## config.mk

```make
export PLATFORM = sky130hd
export DESIGN_NAME = lsa_ram
export DESIGN_NICKNAME = d
export VERILOG_FILES = /design/src/rtl/lsa_ram.sv
export SDC_FILE = /design/constraint.sdc
export NUM_CORES = 1
export LEC_CHECK = 0
export BUFFER_PORTS_ARGS = -buffer_cell sky130_fd_sc_hd__buf_4
export CORE_UTILIZATION = 54
export CTS_CLUSTER_DIAMETER = 150
export DETAILED_ROUTE_END_ITERATION = 7
export HOLD_SLACK_MARGIN = 0.08
export PLACE_DENSITY = 0.74
export SYNTH_ARGS = -nofsm -noshare
export SYNTH_HDL_FRONTEND = slang
export SYNTH_SLANG_ARGS = --single-unit
```

## constraint.sdc

```tcl
create_clock -name clk -period 2.2 [get_ports clk]
set_input_delay 0.11 -clock clk [delete_from_list [all_inputs] [get_ports clk]]
set_output_delay 0.11 -clock clk [all_outputs]
set_load 0.005 [all_outputs]
```

## src/rtl/lsa_ram.sv

```systemverilog
// Generic single-port-write, single-port-read RAM with registered read data.
// Used for every store of the allocator. No package dependency.
module lsa_ram #(
    parameter int WIDTH = 8,
    parameter int DEPTH = 16
) (
    input  logic                     clk,
    input  logic                     we,
    input  logic [$clog2(DEPTH)-1:0] waddr,
    input  logic [WIDTH-1:0]         wdata,
    input  logic [$clog2(DEPTH)-1:0] raddr,
    output logic [WIDTH-1:0]         rdata
);

    logic [WIDTH-1:0] mem [DEPTH];

    always_ff @(posedge clk)
    begin
        if (we)
        begin
            mem[waddr] <= wdata;
        end
        rdata <= mem[raddr];
    end

endmodule
```

==> impl_metrics.toml, run 1 <==
[global_routing]
antenna_found_initial = 0
grt-ovfl-total = 0
grt_pass1_wl_um = 14400
grt_util_all_layers = 0.214
grt_pass1_vias = 2558
grt_max_degree = 33

[clocking]
clock_sinks = 136
post_cts_buffers = 0
cts-buffers-inserted = 17
insertion_delay_ns = 0.51
tritoncts = "built"
cts_resized = 0
clockBufferDepth = 2
h-tree-depth = 4
cts_root_buf = "clkbuf_8"
clk_pin_slew_ns = 0.06

[detailed_routing]
drc = 0
via_per_inst = 5.63
wl_um = 9530
wl_per_cell_um = 22.1
route.vias.total = 2426
drt_pre_antenna_iters = 4
dr.first_iter.drc_count = 165
ant_nets = 0

[timing]
whs_ns = 0.127
max_clock_freq_mhz = 703
period_share = 0.647
report.final.slew_viol_count = 0
maxSlewHeadroom = 0.434
fin_ws_ns = 0.777
finalSetupViolations = 0
worst_slew_pin_slew_ns = 0.848
period_needed_ns = 1.42
grt_setup_unrepaired = "no"
tns_ns = 0
final.setup_skew_ns = 0.00482
finalHoldViolations = 0

[power_and_ir_drop]
p_leak_nw = 2.13
intPower_mw = 4.87
p_switching_mw = 1.16
power_frac_clock = 0.468
comb_power_share = 0.048
p_per_area_nw_per_um2 = 966
power_mw = 6.02
pwr-share-seq = 0.484
vdd_drop_max_uv = 476
switching_share = 0.192

[yosys]
synth_compound_area_frac = 0.0233
synth_xor_xnor_area_share = 0
synth-edff-count = 128
yosysSeqAreaShare = 0.778
synth_warnings = 0
postSynthAreaPerCell_um2 = 22.5
synth-adder-area-share = 0
async_flop_share = 0
ys_ff_latch = 136
syn_inst = 229
synth_cell_types = 19
syn-cell-area_um2 = 5150
synth_top_family_by_area = "multiplexers"
synth_ff_type = "edfxtp_1"
syn-num-nets = 247
synth-simple-area-share = 0.0318
muxShareOfSynthArea = 0.150

[setup_path]
critPathCapture = "rdata[3]"
critPathCaptureType = "flop"
reg2reg_to = "rdata[3]"
cp_data_arrival_time_ns = 1.81
r2r-start = "mem[1][3]"
r2r_slack_ns = 0.78
cp-startpoint = "mem[1][3]"
critPathMaxFanout = 1
rr_worst_depth = 3
required_ns = 2.59
cp-start-kind = "flop"
critical_path_class = "flop to flop"

[finish]
ff_latch_area_um2 = 4000
multi_input_area_um2 = 1060
diodes = 0
layout_commonest_cell = "edfxtp_1"
drive_gt1_frac = 0.301
fin_area_um2 = 6240
finish.utilization = 0.675
stdcell_count = 431
final_nets = 307
syn2layout_area_growth_pct = 21.2
fill_cells = 573
final_cell_mix = "edfxtp_1 (128), buf_4 (42), mux4_2 (18)"

[placement]
port_buffers = 25
dp_cells = 391
dp_worst_setup_slack_ns = 0.536
hpwlAfterDp_um = 5730
place.gp.congestion = 0.710
place_area_um2 = 5560

[floorplan]
dieWidth_um = 99.6
die_y_um = 99.6
core-area_um2 = 9240
ios = 26
dieArea_um2 = 9930
rows = 35
start_util = 0.557

[outcome]
status = "complete, no violations"

[run]
drv_cap = 0

[min_path]
hp-class = "primary input to flop"
flip-flops by register name, summed over array words and instances, names as in the netlist:
register / cells
rdata: 8
mem: 128
cell type report:
cell class	count	area share
clock inverters	13	0.0287
multi-input cells	83	0.169
clock buffers	19	0.0676
well taps	129	0.0259
repair buffers	51	0.0666
flip-flops and latches	136	0.642
power by group through the flow:
stage	clock (mW)	sequential (mW)	combinational, mW
global route	2.97	2.92	0.310
finish	2.82	2.92	0.287
detailed placement	0	2.97	0.279
global placement	0	2.97	0.273
CTS	2.86	2.92	0.292
floorplan	0	2.96	0.147
metal layers:
metal / GRT usage / wire length [µm] / vias up
met1: 0.285 / 3850 / 1233
met5: 0 / 0 / -
met3: 0.0590 / 580 / 12
li1: - / - / 1097
met4: 0.0894 / 141 / 0
met2: 0.338 / 4970 / 84
synth_stat cells, types with 3 or more instances:
cell	instances	area share
edfxtp_1	128	0.75
mux4_2	18	0.079
a22oi_1	16	0.023
mux4_1	14	0.071
nor2_1	13	0.0095
nand2_1	9	0.0066
dfxtp_1	8	0.031
nor3_1	4	0.0039
buf_2	3	0.0029
buf_6	3	0.0066
clkdlybuf4s25_2	3	0.0058
worst min-delay path by stage:
| stage | from | endpoint | cells past startpoint |
|---|---|---|---|
| final | waddr[0] | mem[8][3] | 3 |
| after global routing | waddr[0] | mem[8][3] | 3 |
| after CTS | waddr[0] | mem[8][3] | 3 |
| after detailed placement | wdata[2] | mem[14][2] | 1 |
| after global placement | wdata[0] | mem[4][0] | 1 |
| after floorplan | wdata[0] | mem[0][0] | 0 |
critical path: stages (launching register included):
cell and delay [ns]:
edfxtp_1 0.37, mux4_1 0.53, a22oi_1 0.29, nand2_1 0.10
what timing repair did:
action	CTS	global route
endpoints found under the setup margin	0	0
hold buffers	8	0
endpoints found under the hold margin	128	0
logic make-up after synthesis:
family / after synthesis
flip-flops: 136
AND/OR/NAND/NOR: 35
multiplexers: 32
AO/OA/AOI/OAI: 16
buffers and inverters: 10
No activity file was read; power rests on OpenSTA's default activity.
==> inputs of run 2 (changes only) <==
Clock period 2.2 ns to 1.35 ns, I/O delays scaled along.
==> run 2 against run 1 <==
Net effect: cell area is 1.3% higher; flip-flop and latch count stayed put; clock skew is 0.0063 ns higher; highest routed layer unchanged; via count is 0.45% higher; clock-buffer cell count is 2 lower; die area stayed put; cell count is 1.6% higher; critical path depth stayed put; non-clock buffer count is 8 higher; fmax is 8.5% higher; largest power group unchanged; clock power is 43% higher.
==> impl_metrics.toml, run 2 (synthesis results as in run 1) <==
[timing]
finalSetupViolations = 0
period_share = 0.972
finalHoldViolations = 0
grt_setup_unrepaired = "yes"
final.setup_skew_ns = 0.0111
worst_slew_pin_slew_ns = 0.800
report.final.slew_viol_count = 0
maxSlewHeadroom = 0.465
tns_ns = 0
max_clock_freq_mhz = 762
period_needed_ns = 1.31
whs_ns = 0.113

[clocking]
tritoncts = "built"
clockBufferDepth = 2
cts_root_buf = "clkbuf_8"
insertion_delay_ns = 0.51
clk_pin_slew_ns = 0.06
post_cts_buffers = 0
clock_sinks = 136
cts-buffers-inserted = 17
h-tree-depth = 4

[detailed_routing]
route.vias.total = 2437
via_per_inst = 5.56
wl_per_cell_um = 21.0
ant_nets = 0
drt_pre_antenna_iters = 5
dr.first_iter.drc_count = 149
drc = 0
wl_um = 9180

[floorplan]
ios = 26
start_util = 0.557
rows = 35
dieWidth_um = 99.6
die_y_um = 99.6
dieArea_um2 = 9930
core-area_um2 = 9240

[finish]
final_nets = 315
largest_reg_flops = 128
drive_gt1_frac = 0.340
syn2layout_area_growth_pct = 22.8
regMostFlops = "mem"
stdcell_count = 438
layout_commonest_cell = "edfxtp_1"
diodes = 0
top_regs = "mem x128, rdata x8"
final_cell_mix = "edfxtp_1 (128), buf_4 (43), mux4_2 (20)"

[setup_path]
cp-startpoint = "mem[3][5]"
r2r_slack_ns = 0.04
required_ns = 1.73
cp_data_arrival_time_ns = 1.69
cp-start-kind = "flop"
critPathMaxFanout = 1
rr_worst_depth = 3
critPathCaptureType = "flop"
reg2reg_to = "rdata[5]"
critical_path_class = "flop to flop"
r2r-start = "mem[3][5]"
critPathCapture = "rdata[5]"

[outcome]
status = "complete, no violations"

[global_routing]
grt-ovfl-total = 0
grt_pass1_vias = 2576
grt_max_degree = 17
grt_pass1_wl_um = 14300
antenna_found_initial = 0
grt_util_all_layers = 0.208

[min_path]
hp-class = "primary input to flop"

[power_and_ir_drop]
p_per_area_nw_per_um2 = 1470
power_mw = 9.30
vdd_drop_max_uv = 844
p_leak_nw = 2.15

[placement]
place.gp.congestion = 0.767
dp_cells = 397
hpwlAfterDp_um = 5930
port_buffers = 25

[run]
drv_cap = 0
run 2: metrics by stage:
| stage | utilization | instance area, µm² | setup WS [ns] |
|---|---|---|---|
| 2_1_floorplan | - | 5150 | 0.0164 |
| 4_1_cts | 0.683 | 6310 | 0.00613 |
| 3_5_place_dp | 0.614 | 5670 | -0.0991 |
| 3_3_place_gp | 0.614 | 5670 | -0.0842 |
| 6_report | 0.684 | 6320 | 0.0384 |
| 5_1_grt | 0.684 | 6320 | -0.000430 |
run 2: layout make-up:
class | count | area (µm²)
flip-flops and latches | 136 | 4000
fillers | 565 | 2920
multi-input cells | 83 | 1090
repair buffers | 59 | 543
clock buffers | 17 | 414
well taps | 129 | 161
clock inverters | 14 | 111
run 2: timing repair:
action                     in CTS  in global routing
hold buffers                   10                  0
pin swaps                       1                  1
resized for setup               3                  6
setup endpoints to repair       3                  5
hold endpoints to repair      145                  0
run 2: worst min-delay path by stage:
stage | start | to | cells past startpoint
finish | raddr[3] | rdata[1] | 4
global route | raddr[1] | rdata[5] | 4
CTS | raddr[3] | rdata[0] | 4
detailed placement | wdata[1] | mem[7][1] | 1
global placement | wdata[1] | mem[6][1] | 1
floorplan | wdata[0] | mem[0][0] | 0
run 2: critical path, cell delays in order, from the launching register on:
cell and delay, ns:
edfxtp_1 0.36, mux4_2 0.49, a22oi_2 0.24, nand2_1 0.10
run 2: report_power, final:
part | switching (mW) | internal, mW
sequential | 0.0285 | 4.72
combinational | 0.254 | 0.269
clock | 1.63 | 2.40
total | 1.91 | 7.39
run 2: routing by layer:
layer,global-route usage,wire (µm),vias up
met5,0,0,-
met4,0.0758,109,0
met3,0.0576,416,8
met2,0.340,4800,85
met1,0.271,3860,1238
li1,-,-,1106
